==> config.mk <==
export PLATFORM = sky130hd
export DESIGN_NAME = stdp_weight_update
export DESIGN_NICKNAME = d
export VERILOG_FILES = /design/src/stdp_pkg.sv /design/src/stdp_region.sv /design/src/stdp_scale.sv /design/src/stdp_weight_update.sv
export SDC_FILE = /design/constraint.sdc
export NUM_CORES = 1
export LEC_CHECK = 0
export BUFFER_PORTS_ARGS = -buffer_cell sky130_fd_sc_hd__buf_2
export CORE_MARGIN = 2
export CORE_UTILIZATION = 25
export DETAILED_ROUTE_END_ITERATION = 10
export HOLD_SLACK_MARGIN = 0.03
export SLEW_MARGIN = 20
export SYNTH_ARGS = -nofsm -noshare
export SYNTH_HDL_FRONTEND = slang
export SYNTH_HIERARCHICAL = 1
export SYNTH_SLANG_ARGS = --single-unit
==> constraint.sdc <==
create_clock -name clk -period 64.6 [get_ports clk]
set_clock_uncertainty 0.1 [all_clocks]
set_input_delay 12.92 -clock clk [delete_from_list [all_inputs] [get_ports clk]]
set_output_delay 12.92 -clock clk [all_outputs]
set_load 0.05 [all_outputs]
==> src/stdp_pkg.sv <==
`timescale 1ns / 1ps
// stdp_pkg: shared types, constants and helpers for the stdp weight update block
// used by stdp_region, stdp_scale and stdp_weight_update; no dependencies

package stdp_pkg;

    localparam int REGIONS_PER_SIDE = 3;
    localparam int REGION_W         = 12;
    localparam int BANK_W           = REGIONS_PER_SIDE * REGION_W;
    localparam int EDGE_W           = 32;
    localparam int DATA_W           = 16;
    localparam int FLAG_W           = 5;
    localparam int CTRL_W           = 5;
    localparam int CFG_DATA_W       = BANK_W;
    localparam int CFG_INDEX_W      = 3;
    localparam int EXP_W            = 6;
    localparam int DELTA_W          = 48;
    localparam int SUM_W            = DELTA_W + 1;

    localparam logic signed [EXP_W-1:0] NO_REGION_EXP = -6'sd16;
    localparam logic [CTRL_W-1:0] WEIGHT_BITS_RESET   = 5'd8;

    // mode flag bit positions
    localparam int FLAG_PLASTIC = 0;
    localparam int FLAG_STDP    = 1;
    localparam int FLAG_EXPO    = 2;
    localparam int FLAG_RROUND  = 3;
    localparam int FLAG_LIMIT   = 4;

    typedef enum logic [CFG_INDEX_W-1:0] {
        CFG_CAUSAL_EDGES    = 3'd0,
        CFG_ACAUSAL_EDGES   = 3'd1,
        CFG_WINDOW_LENGTH   = 3'd2,
        CFG_CAUSAL_REGIONS  = 3'd3,
        CFG_ACAUSAL_REGIONS = 3'd4,
        CFG_MODE_FLAGS      = 3'd5,
        CFG_ROUNDING_BITS   = 3'd6,
        CFG_WEIGHT_BITS     = 3'd7
    } cfg_index_t;

    typedef enum logic [1:0] {
        SIGN_ZERO  = 2'd0,
        SIGN_PLUS  = 2'd1,
        SIGN_NONE  = 2'd2,
        SIGN_MINUS = 2'd3
    } sign_code_t;

    typedef struct packed {
        logic [EDGE_W-1:0] causal_edges;
        logic [EDGE_W-1:0] acausal_edges;
        logic [DATA_W-1:0] window_length;
        logic [BANK_W-1:0] causal_regions;
        logic [BANK_W-1:0] acausal_regions;
        logic [FLAG_W-1:0] mode_flags;
        logic [CTRL_W-1:0] rounding_bits;
        logic [CTRL_W-1:0] weight_bits;
    } cfg_t;

    // control handed from region select to the scaling datapath
    typedef struct packed {
        logic                    apply;
        logic                    zero;
        logic                    neg;
        logic signed [EXP_W-1:0] expo;
    } scale_ctl_t;

    function automatic logic [REGION_W-1:0] region_entry(
        input logic [BANK_W-1:0] bank,
        input int                idx
    );
        region_entry = bank[REGION_W*idx +: REGION_W];
    endfunction

endpackage

==> src/stdp_region.sv <==
`timescale 1ns / 1ps
// stdp_region: learning window region select and gain exponent computation
// depends on stdp_pkg

module stdp_region (
    input  stdp_pkg::cfg_t        cfg,
    input  logic                  cmd,
    input  logic signed [15:0]    time_diff,
    input  logic                  gate_pass,
    output stdp_pkg::scale_ctl_t  ctl
);
    import stdp_pkg::*;

    logic signed [16:0]       dt_x;
    logic signed [16:0]       c0_x;
    logic signed [16:0]       c1_x;
    logic signed [16:0]       len_x;
    logic signed [16:0]       nlen_x;
    logic signed [15:0]       a0;
    logic signed [15:0]       a1;
    logic [REGION_W-1:0]      entry;
    logic                     hit;
    logic signed [4:0]        e5;
    logic [1:0]               code;
    logic [4:0]               decay;
    logic signed [15:0]       dt_sh;
    logic signed [16:0]       e_diff;
    logic signed [EXP_W-1:0]  e_sat;
    logic signed [EXP_W-1:0]  e_reg;
    logic                     stdp_on;
    logic                     dt_pos;

    assign dt_x    = {time_diff[15], time_diff};
    assign c0_x    = {1'b0, cfg.causal_edges[15:0]};
    assign c1_x    = {1'b0, cfg.causal_edges[31:16]};
    assign len_x   = {1'b0, cfg.window_length};
    assign nlen_x  = -len_x;
    assign a0      = cfg.acausal_edges[15:0];
    assign a1      = cfg.acausal_edges[31:16];
    assign stdp_on = cfg.mode_flags[FLAG_STDP];
    assign dt_pos  = (dt_x > 17'sd0);

    // first matching region wins
    always_comb
    begin
        hit   = 1'b1;
        entry = '0;
        if (dt_pos && dt_x < c0_x)
            entry = region_entry(cfg.causal_regions, 0);
        else if (dt_x >= c0_x && dt_x < c1_x)
            entry = region_entry(cfg.causal_regions, 1);
        else if (dt_x >= c1_x && dt_x < len_x)
            entry = region_entry(cfg.causal_regions, 2);
        else if (time_diff < 16'sd0 && time_diff > a0)
            entry = region_entry(cfg.acausal_regions, 0);
        else if (time_diff <= a0 && time_diff > a1)
            entry = region_entry(cfg.acausal_regions, 1);
        else if (time_diff <= a1 && dt_x > nlen_x)
            entry = region_entry(cfg.acausal_regions, 2);
        else
            hit = 1'b0;
    end

    assign e5    = hit ? signed'(entry[4:0]) : NO_REGION_EXP[4:0];
    assign code  = hit ? entry[6:5] : SIGN_ZERO;
    assign decay = hit ? entry[11:7] : 5'd0;

    // floor division by 2^decay is an arithmetic shift
    assign dt_sh  = time_diff >>> decay;
    assign e_diff = {{12{e5[4]}}, e5} - {dt_sh[15], dt_sh};

    always_comb
    begin
        if (e_diff > 17'sd31)
            e_sat = 6'sd31;
        else if (e_diff < -17'sd31)
            e_sat = -6'sd31;
        else
            e_sat = e_diff[EXP_W-1:0];
    end

    assign e_reg = cfg.mode_flags[FLAG_EXPO] ? e_sat : {e5[4], e5};

    always_comb
    begin
        ctl.apply = cfg.mode_flags[FLAG_PLASTIC] && gate_pass && (cmd || (stdp_on && dt_pos));
        if (stdp_on)
        begin
            ctl.expo = e_reg;
            case (code)
                SIGN_PLUS:
                begin
                    ctl.zero = 1'b0;
                    ctl.neg  = 1'b0;
                end
                SIGN_MINUS:
                begin
                    ctl.zero = 1'b0;
                    ctl.neg  = 1'b1;
                end
                default:
                begin
                    ctl.zero = 1'b1;
                    ctl.neg  = 1'b0;
                end
            endcase
        end
        else
        begin
            // plain acausal update: first acausal gain, positive, no decay
            ctl.expo = {cfg.acausal_regions[4], cfg.acausal_regions[4:0]};
            ctl.zero = 1'b0;
            ctl.neg  = 1'b0;
        end
    end

endmodule

==> src/stdp_scale.sv <==
`timescale 1ns / 1ps
// stdp_scale: power-of-two modulator scaling, randomized rounding, weight add and clamp
// depends on stdp_pkg

module stdp_scale (
    input  stdp_pkg::cfg_t        cfg,
    input  stdp_pkg::scale_ctl_t  ctl,
    input  logic signed [15:0]    modulator,
    input  logic signed [15:0]    weight,
    input  logic [15:0]           rand_bits,
    output logic signed [15:0]    new_weight,
    output logic                  updated
);
    import stdp_pkg::*;

    logic signed [DELTA_W-1:0] mod_x;
    logic signed [DELTA_W-1:0] up_val;
    logic signed [DELTA_W-1:0] dn_val;
    logic signed [DELTA_W-1:0] scaled;
    logic signed [DELTA_W-1:0] delta;
    logic signed [DELTA_W-1:0] rdelta;
    logic [15:0]               mag;
    logic [15:0]               mag_sh;
    logic [EXP_W-1:0]          nexp;
    logic [30:0]               mask;
    logic [30:0]               low;
    logic [30:0]               rnd_m;
    logic                      inc;
    logic signed [SUM_W-1:0]   sum;
    logic [CTRL_W-1:0]         bc;
    logic signed [SUM_W-1:0]   lim;
    logic signed [SUM_W-1:0]   hi;
    logic signed [SUM_W-1:0]   lo;
    logic signed [SUM_W-1:0]   clamped;
    logic signed [15:0]        sat;

    assign mod_x  = {{(DELTA_W-16){modulator[15]}}, modulator};
    assign up_val = mod_x <<< ctl.expo[4:0];

    // negative exponent truncates the magnitude toward zero
    assign mag    = modulator[15] ? 16'(-modulator) : modulator;
    assign nexp   = 6'(-ctl.expo);
    assign mag_sh = mag >> nexp[4:0];
    assign dn_val = modulator[15] ? -{{(DELTA_W-16){1'b0}}, mag_sh}
                                  : {{(DELTA_W-16){1'b0}}, mag_sh};

    assign scaled = ctl.expo[EXP_W-1] ? dn_val : up_val;

    always_comb
    begin
        if (ctl.zero)
            delta = '0;
        else if (ctl.neg)
            delta = -scaled;
        else
            delta = scaled;
    end

    // randomized rounding: round up when the random draw is below the dropped bits
    assign mask   = ~(31'h7FFF_FFFF << cfg.rounding_bits);
    assign low    = delta[30:0] & mask;
    assign rnd_m  = {15'd0, rand_bits} & mask;
    assign inc    = (rnd_m < low);
    assign rdelta = cfg.mode_flags[FLAG_RROUND]
                  ? (delta >>> cfg.rounding_bits) + $signed({{(DELTA_W-1){1'b0}}, inc})
                  : delta;

    assign sum = {{(SUM_W-16){weight[15]}}, weight} + {rdelta[DELTA_W-1], rdelta};

    always_comb
    begin
        if (cfg.weight_bits == 5'd0)
            bc = 5'd1;
        else if (cfg.weight_bits > 5'd16)
            bc = 5'd16;
        else
            bc = cfg.weight_bits;
    end

    assign lim = SUM_W'(1) <<< (bc - 5'd1);
    assign hi  = lim - SUM_W'(1);
    assign lo  = -lim;

    always_comb
    begin
        clamped = sum;
        if (cfg.mode_flags[FLAG_LIMIT])
        begin
            if (sum > hi)
                clamped = hi;
            else if (sum < lo)
                clamped = lo;
        end
    end

    always_comb
    begin
        if (clamped > SUM_W'(32767))
            sat = 16'sh7FFF;
        else if (clamped < -SUM_W'(32768))
            sat = -16'sh8000;
        else
            sat = clamped[15:0];
    end

    assign new_weight = ctl.apply ? sat : weight;
    assign updated    = ctl.apply;

endmodule

==> src/stdp_weight_update.sv <==
`timescale 1ns / 1ps
// stdp_weight_update: top level of the stdp synaptic weight update block
// depends on stdp_pkg, stdp_region and stdp_scale
//
// usage
//   input channel (in_valid / in_stall) carries one synapse update per transaction:
//   cmd, time_diff, modulator, weight, rand_bits, gate_pass
//   output channel (out_valid / out_stall) returns new_weight and updated,
//   exactly one result transaction per input transaction, in order
//   configuration is a plain write port (cfg_we, cfg_index, cfg_data); write it
//   only while no transaction is in flight
//   a transaction passes through the input register, then the result register,
//   before it is presented on the output; throughput: one transaction per cycle
//   unless the receiver stalls; all window, scaling, rounding and clamp logic
//   sits in one combinational stage between the two registers
//   when the receiver stalls, the result register holds and the input register
//   keeps accepting until it is full, then in_stall rises
//   reset clears both pipeline valid bits and sets every configuration register
//   to zero except weight_bits, which comes up as 8

module stdp_weight_update (
    input  logic                              clk,
    input  logic                              rst_n,
    input  logic                              cfg_we,
    input  logic [stdp_pkg::CFG_INDEX_W-1:0]  cfg_index,
    input  logic [stdp_pkg::CFG_DATA_W-1:0]   cfg_data,
    input  logic                              in_valid,
    output logic                              in_stall,
    input  logic                              cmd,
    input  logic signed [15:0]                time_diff,
    input  logic signed [15:0]                modulator,
    input  logic signed [15:0]                weight,
    input  logic [15:0]                       rand_bits,
    input  logic                              gate_pass,
    output logic                              out_valid,
    input  logic                              out_stall,
    output logic signed [15:0]                new_weight,
    output logic                              updated
);
    import stdp_pkg::*;

    cfg_t               cfg_reg;
    cfg_t               cfg_next;

    logic               in_valid_reg;
    logic               in_valid_next;
    logic               cmd_reg;
    logic signed [15:0] time_diff_reg;
    logic signed [15:0] modulator_reg;
    logic signed [15:0] weight_reg;
    logic [15:0]        rand_bits_reg;
    logic               gate_pass_reg;

    logic               out_valid_reg;
    logic               out_valid_next;
    logic signed [15:0] new_weight_reg;
    logic               updated_reg;

    logic               res_ready;
    logic               in_take;
    scale_ctl_t         ctl;
    logic signed [15:0] new_weight_c;
    logic               updated_c;

    // configuration registers
    always_comb
    begin
        cfg_next = cfg_reg;
        if (cfg_we)
        begin
            case (cfg_index)
                CFG_CAUSAL_EDGES:    cfg_next.causal_edges    = cfg_data[EDGE_W-1:0];
                CFG_ACAUSAL_EDGES:   cfg_next.acausal_edges   = cfg_data[EDGE_W-1:0];
                CFG_WINDOW_LENGTH:   cfg_next.window_length   = cfg_data[DATA_W-1:0];
                CFG_CAUSAL_REGIONS:  cfg_next.causal_regions  = cfg_data[BANK_W-1:0];
                CFG_ACAUSAL_REGIONS: cfg_next.acausal_regions = cfg_data[BANK_W-1:0];
                CFG_MODE_FLAGS:      cfg_next.mode_flags      = cfg_data[FLAG_W-1:0];
                CFG_ROUNDING_BITS:   cfg_next.rounding_bits   = cfg_data[CTRL_W-1:0];
                CFG_WEIGHT_BITS:     cfg_next.weight_bits     = cfg_data[CTRL_W-1:0];
                default:             cfg_next = cfg_reg;
            endcase
        end
    end

    always_ff @(posedge clk or negedge rst_n)
    begin
        if (!rst_n)
        begin
            cfg_reg.causal_edges    <= '0;
            cfg_reg.acausal_edges   <= '0;
            cfg_reg.window_length   <= '0;
            cfg_reg.causal_regions  <= '0;
            cfg_reg.acausal_regions <= '0;
            cfg_reg.mode_flags      <= '0;
            cfg_reg.rounding_bits   <= '0;
            cfg_reg.weight_bits     <= WEIGHT_BITS_RESET;
        end
        else
        begin
            cfg_reg <= cfg_next;
        end
    end

    // pipeline handshake
    assign res_ready = !out_valid_reg || !out_stall;
    assign in_stall  = in_valid_reg && !res_ready;
    assign in_take   = in_valid && !in_stall;

    always_comb
    begin
        in_valid_next  = in_valid_reg;
        out_valid_next = out_valid_reg;
        if (!in_stall)
            in_valid_next = in_valid;
        if (res_ready)
            out_valid_next = in_valid_reg;
    end

    always_ff @(posedge clk or negedge rst_n)
    begin
        if (!rst_n)
        begin
            in_valid_reg  <= 1'b0;
            out_valid_reg <= 1'b0;
        end
        else
        begin
            in_valid_reg  <= in_valid_next;
            out_valid_reg <= out_valid_next;
        end
    end

    always_ff @(posedge clk)
    begin
        if (in_take)
        begin
            cmd_reg       <= cmd;
            time_diff_reg <= time_diff;
            modulator_reg <= modulator;
            weight_reg    <= weight;
            rand_bits_reg <= rand_bits;
            gate_pass_reg <= gate_pass;
        end
        if (res_ready && in_valid_reg)
        begin
            new_weight_reg <= new_weight_c;
            updated_reg    <= updated_c;
        end
    end

    stdp_region u_region (
        .cfg       (cfg_reg),
        .cmd       (cmd_reg),
        .time_diff (time_diff_reg),
        .gate_pass (gate_pass_reg),
        .ctl       (ctl)
    );

    stdp_scale u_scale (
        .cfg        (cfg_reg),
        .ctl        (ctl),
        .modulator  (modulator_reg),
        .weight     (weight_reg),
        .rand_bits  (rand_bits_reg),
        .new_weight (new_weight_c),
        .updated    (updated_c)
    );

    assign out_valid  = out_valid_reg;
    assign new_weight = new_weight_reg;
    assign updated    = updated_reg;

endmodule

Word level (Yosys, flattened, before mapping). Index checks and enable logic that the tools add are counted.

Output and inout bits: 19. Input bits: 110. Register bits: 252. Logic and storage cells: 129.

Mux-type cells: 34. Shifts and indexed selects: 6. Eq/ne operators: 9. Reduce and logical (&&, ||, !) cells: 28. Add/subtract/negate cells: 11. Bitwise operators: 3. $lt $le $gt $ge: 20.

Operator list (count): $mux W48 (5); $mux W49 (3); $mux W12 (6); $mux W16 (4); $lt A16 B17 Y1 (3); $add A16 B48 Y49 (1); $gt A49 B16 Y1 const B (1); $gt A49 B49 Y1 (1); $lt A49 B16 Y1 const B (1); $lt A49 B49 Y1 (1); $neg A49 Y49 (1); $sshl A2 B5 Y49 const A (1); $sub A49 B2 Y49 const B (1); $add A48 B2 Y48 (1); $neg A16 Y48 (1); $neg A48 Y48 (1); $sshl A16 B5 Y48 (1); $sshr A48 B5 Y48 (1); $ge A16 B17 Y1 (2); $gt A16 B16 Y1 (2); $le A16 B16 Y1 (2); $and A16 B31 Y31 (1); $and A31 B31 Y31 (1); $lt A31 B31 Y1 (1); other kinds (32) (68).

Logic depth before layout (Yosys ltp).
Word-level depth: 38. Mapped depth: 113. Depth with buffers taken out: 102.

Modules after synthesis. The synthesis kept the hierarchy.

Modules (own cells, without submodules): stdp_scale (area each 19921.6 um^2, times used 1, cells each 3034, seq. area each 0.0 um^2); stdp_weight_update (area each 9100.0 um^2, times used 1, cells each 451, seq. area each 6722.7 um^2); stdp_region (area each 5501.5 um^2, times used 1, cells each 790, seq. area each 0.0 um^2).

Least setup slack after synthesis. OpenSTA, ideal clock, no wires.

Kind: input to output. Start point: input out_stall. End point: output in_stall. Data required time: 51.580 ns. Path buffers: 0. Cell stages on the path: 2. Path slack: 38.236 ns. Data arrival time: 13.344 ns. Cell sequence: nand3_1 -> inv_1.

Longest elaborated chain between the ends: 4.

Ends and longest elaborated chain: start: declaration (RTL line stdp_weight_update.sv:36) `input logic out_stall,`; $logic_not A1 Y1 (RTL line stdp_weight_update.sv:105) `assign res_ready = !out_valid_reg || !out_stall;`; $logic_or A1 B1 Y1 (RTL line stdp_weight_update.sv:105); $logic_not A1 Y1 (RTL line stdp_weight_update.sv:106) `assign in_stall = in_valid_reg && !res_ready;`; $logic_and A1 B1 Y1 (RTL line stdp_weight_update.sv:106); end: declaration (RTL line stdp_weight_update.sv:28) `output logic in_stall,`.

Every way passes these cells.

==> summary.txt <==
Drt
  – DR vias/cell: 5.96
  – Routed wire length: 148000 um
  – DR pass1 iterations: 8
  – Via count: 36300
  – DR DRC count: 0
  – Post-DR wirelength/cell: 24.2 um
  – Initial drt markers: 4465
  – Detail Route Antenna Nets: 0

Finish
  – Fillcell total: 14800
  – Finished Core Util: 27.7%
  – Layout net count: 4664
  – Synth-to-layout area growth: 10.1%
  – Share of cells above drive strength 1: 14.9%
  – Area of the multi-input gates: 0.0261 mm2
  – Final Non-Filler Cells: 6090
  – FF+latch area: 0.00673 mm2
  – Max reg flops: 167

Worst hold path
  – Worst Hold Depth: 1
  – Hold path startpoint: in_valid_reg$_DFFE_PN0N_
  – Hold Path Class: reg -> reg
  – Hold Path End: out_valid$_DFFE_PN0P_

Worst setup path
  – CP endpoint kind: register
  – Worst Setup Path Type: reg -> reg
  – R2R Path End: new_weight[6]$_DFFE_PP_
  – CP max stage cell: a2111oi_0
  – Cell mode on critical path: ha_1
  – Flop2flop setup slack: 37.82 ns
  – Critical path arrival: 27.07 ns
  – Type of origin of the critical path: register
  – Worst-path fanout max: 58
  – RR Startpoint: cfg_reg[90]$_DFFE_PN0P_
  – FF-to-FF path depth: 89
  – Crit path required time: 64.89 ns
  – Largest stage delay on the critical path: 0.72 ns

Timing
  – Setup tns final: 0 ns
  – Setup ws final: 37.82 ns
  – Slew @ Worst Pin: 1.21 ns
  – Final setup violation count: 0
  – Fin crit share: 41.4%
  – Relative max-transition margin: 18.9%
  – Final hold vios: 0
  – RSZ-0062 raised after global routing: false
  – FMAX: 0.0373 GHz
  – Post-layout min period: 26.78 ns
  – Max-slew violation count: 0

Clock tree
  – Root Buffer: clkbuf_16
  – Bufs on Longest Clock Path: 3
  – Post-CTS Hold Buffers: 0
  – Clock latency on the worst-skew pair: 0.64 ns
  – Post CTS Setup Buffer Count: 0
  – CTS-repair resized insts: 0
  – CTS tree: built
  – H-tree depth: 1
  – Clock slew seen by the registers of the worst setup and hold paths: 0.07 ns
  – Clk sinks: 252
  – Clock buffers created by TritonCTS: 31

Synth
  – Main synth FF type: dfrtp_1
  – Main area contributors after synthesis: dfrtp_1 12%, ha_1 10%, edfxtp_1 7.2%
  – Syn Std Cell Area: 0.0345 mm2
  – Post-synth top area cell: dfrtp_1
  – Ys Warns: 6
  – Post-Syn Instances: 4275
  – Async set-reset flop share out of synthesis: 67.1%
  – EDFF count, synth: 83
  – Post-synth top area share: 12.2%
  – #FFs+latches synth: 252
  – Share of the yosys chip area belonging to registers: 19.5%
  – Syn Area/Cell: 8.08 um2
  – Netlist cell types: 139

Placement
  – Post-Place Cells: 6031
  – Count of buffers from port buffering: 128
  – Gp weighted congestion: 1.03
  – Worst slack, placed: 38.14 ns
  – DP Wirelength: 113000 um

Die
  – Die area: 0.141 mm2
  – Starting Density: 25.1%
  – Row count: 136
  – Area of the core: 0.137 mm2
  – Die width: 376 um
  – Die Ht: 376 um
  – Io pins: 129

GRT
  – Vias in the first global route: 34200
  – Overflow after GRT: 0
  – Gr usage total: 20.0%
  – Initial antenna violation count: 5
  – Largest net degree at the start of global routing: 112
  – First-pass GRT wire length: 220000 um

Flow run
  – Max Cap Viol: 0

Status
  – Status: finished clean
==> synth_stat cells (all sizes together) (22+ instances only) <==
library cell,instances
nand3,124
mux2i,72
nor4,72
edfxtp,83
and2,44
o21a,40
or3,28
nor3,129
nand2b,47
dfrtp,168
a211oi,69
or2,42
o22a,28
o22ai,56
o21bai,22
ha,282
xnor2,96
and3,33
o31ai,39
a31oi,54
a211o,26
o221ai,29
inv,170
clkbuf,184
nand4b,27
nor2b,49
mux4,32
a21oi,234
xor2,36
nand2,404
mux2,197
o211ai,56
nand4,89
a21o,79
nor2,379
a221oi,25
or4,26
o21ai,246
buf,89
==> kinds of logic after synthesis <==
kind of cell	count (synthesis)	synth area share [%]
buf+inv	448	5.53
simple gates	1565	23.6
fa+ha+maj	287	10.4
compound gates	1288	26.4
mux	301	11.2
xor+xnor	132	3.37
flops	252	19.5
other cells	2	0.0218
==> worst max path at each step <==
stage / slack [ns] / to / startpoint
5_1_grt: 35.58 / new_weight[14]$_DFFE_PP_ / cfg_reg[89]$_DFFE_PN0P_
3_3_place_gp: 38.13 / in_stall / out_stall
3_5_place_dp: 38.14 / in_stall / out_stall
2_1_floorplan: 38.24 / in_stall / out_stall
4_1_cts: 38.13 / in_stall / out_stall
6_report: 37.82 / new_weight[6]$_DFFE_PP_ / cfg_reg[90]$_DFFE_PN0P_
==> worst max-delay path, delay by kind of cell, from the launching register on <==
family                     cells  cell delay, ns
and+or+nand+nor               29            8.89
adders and majority gates      6            2.04
DFF                            1            0.38
muxes                          1            0.62
xor gates and xnor gates       2            0.28
AOI/OAI and AO/OA             42           11.16
buffers and inverters          9            2.98
==> stage by stage <==
| step | hold slack [ns] | instance area, um2 |
|---|---|---|
| floorplan | 0.343 | 34600 |
| finish | 0.376 | 38000 |
| global placement | 0.357 | 36900 |
| detailed placement | 0.366 | 36900 |
| global route | 0.410 | 38000 |
| CTS | 0.377 | 38000 |
==> layout by cell type, fill, tap and decap left out, types with 32 or more instances in the layout <==
| cell | synthesis | layout |
|---|---|---|
| a211oi_1 | 66 | 66 |
| a21o_1 | 79 | 79 |
| a21oi_1 | 230 | 230 |
| a31oi_1 | 51 | 50 |
| and2_1 | 44 | 42 |
| and3_1 | 33 | 33 |
| buf_2 | 34 | 127 |
| buf_4 | 11 | 76 |
| clkbuf_16 | 0 | 32 |
| conb_1 | 2 | 33 |
| dfrtp_1 | 168 | 164 |
| edfxtp_1 | 83 | 83 |
| ha_1 | 282 | 282 |
| inv_1 | 168 | 168 |
| mux2_2 | 142 | 142 |
| mux2_4 | 52 | 52 |
| mux2i_1 | 71 | 71 |
| nand2_1 | 403 | 403 |
| nand2b_1 | 47 | 47 |
| nand3_1 | 122 | 122 |
| nand4_1 | 84 | 84 |
| nor2_1 | 377 | 376 |
| nor2b_1 | 49 | 49 |
| nor3_1 | 123 | 122 |
| nor4_1 | 59 | 58 |
| o211ai_1 | 54 | 54 |
| o21a_1 | 40 | 40 |
| o21ai_0 | 236 | 236 |
| o22ai_1 | 56 | 56 |
| o31ai_1 | 38 | 38 |
| or2_2 | 34 | 34 |
| xnor2_1 | 96 | 96 |
| xor2_1 | 35 | 35 |
==> per-layer routing <==
metal	GRT usage, %	part of all wire, %	vias up	routed length [um]
li1	-	-	16300	-
met4	8.77	5.1	10	7460
met1	26.5	42	17600	62000
met3	3.28	8.5	396	12500
met5	0	0.042	-	62
met2	32.0	44	1936	65500
==> final cells by class <==
class | instances | share of cell area, %
antenna | 2 | 0.0132
clock buffer | 40 | 2.27
clock inverter | 17 | 0.527
inverter | 175 | 1.73
multi-input combinational | 3606 | 68.6
sequential | 252 | 17.7
tap | 1794 | 5.91
timing repair buffer | 204 | 3.21
Power is left out: the tool's default activity adds up to more than one toggle a clock period on the data nets, which glitch-free logic cannot reach.
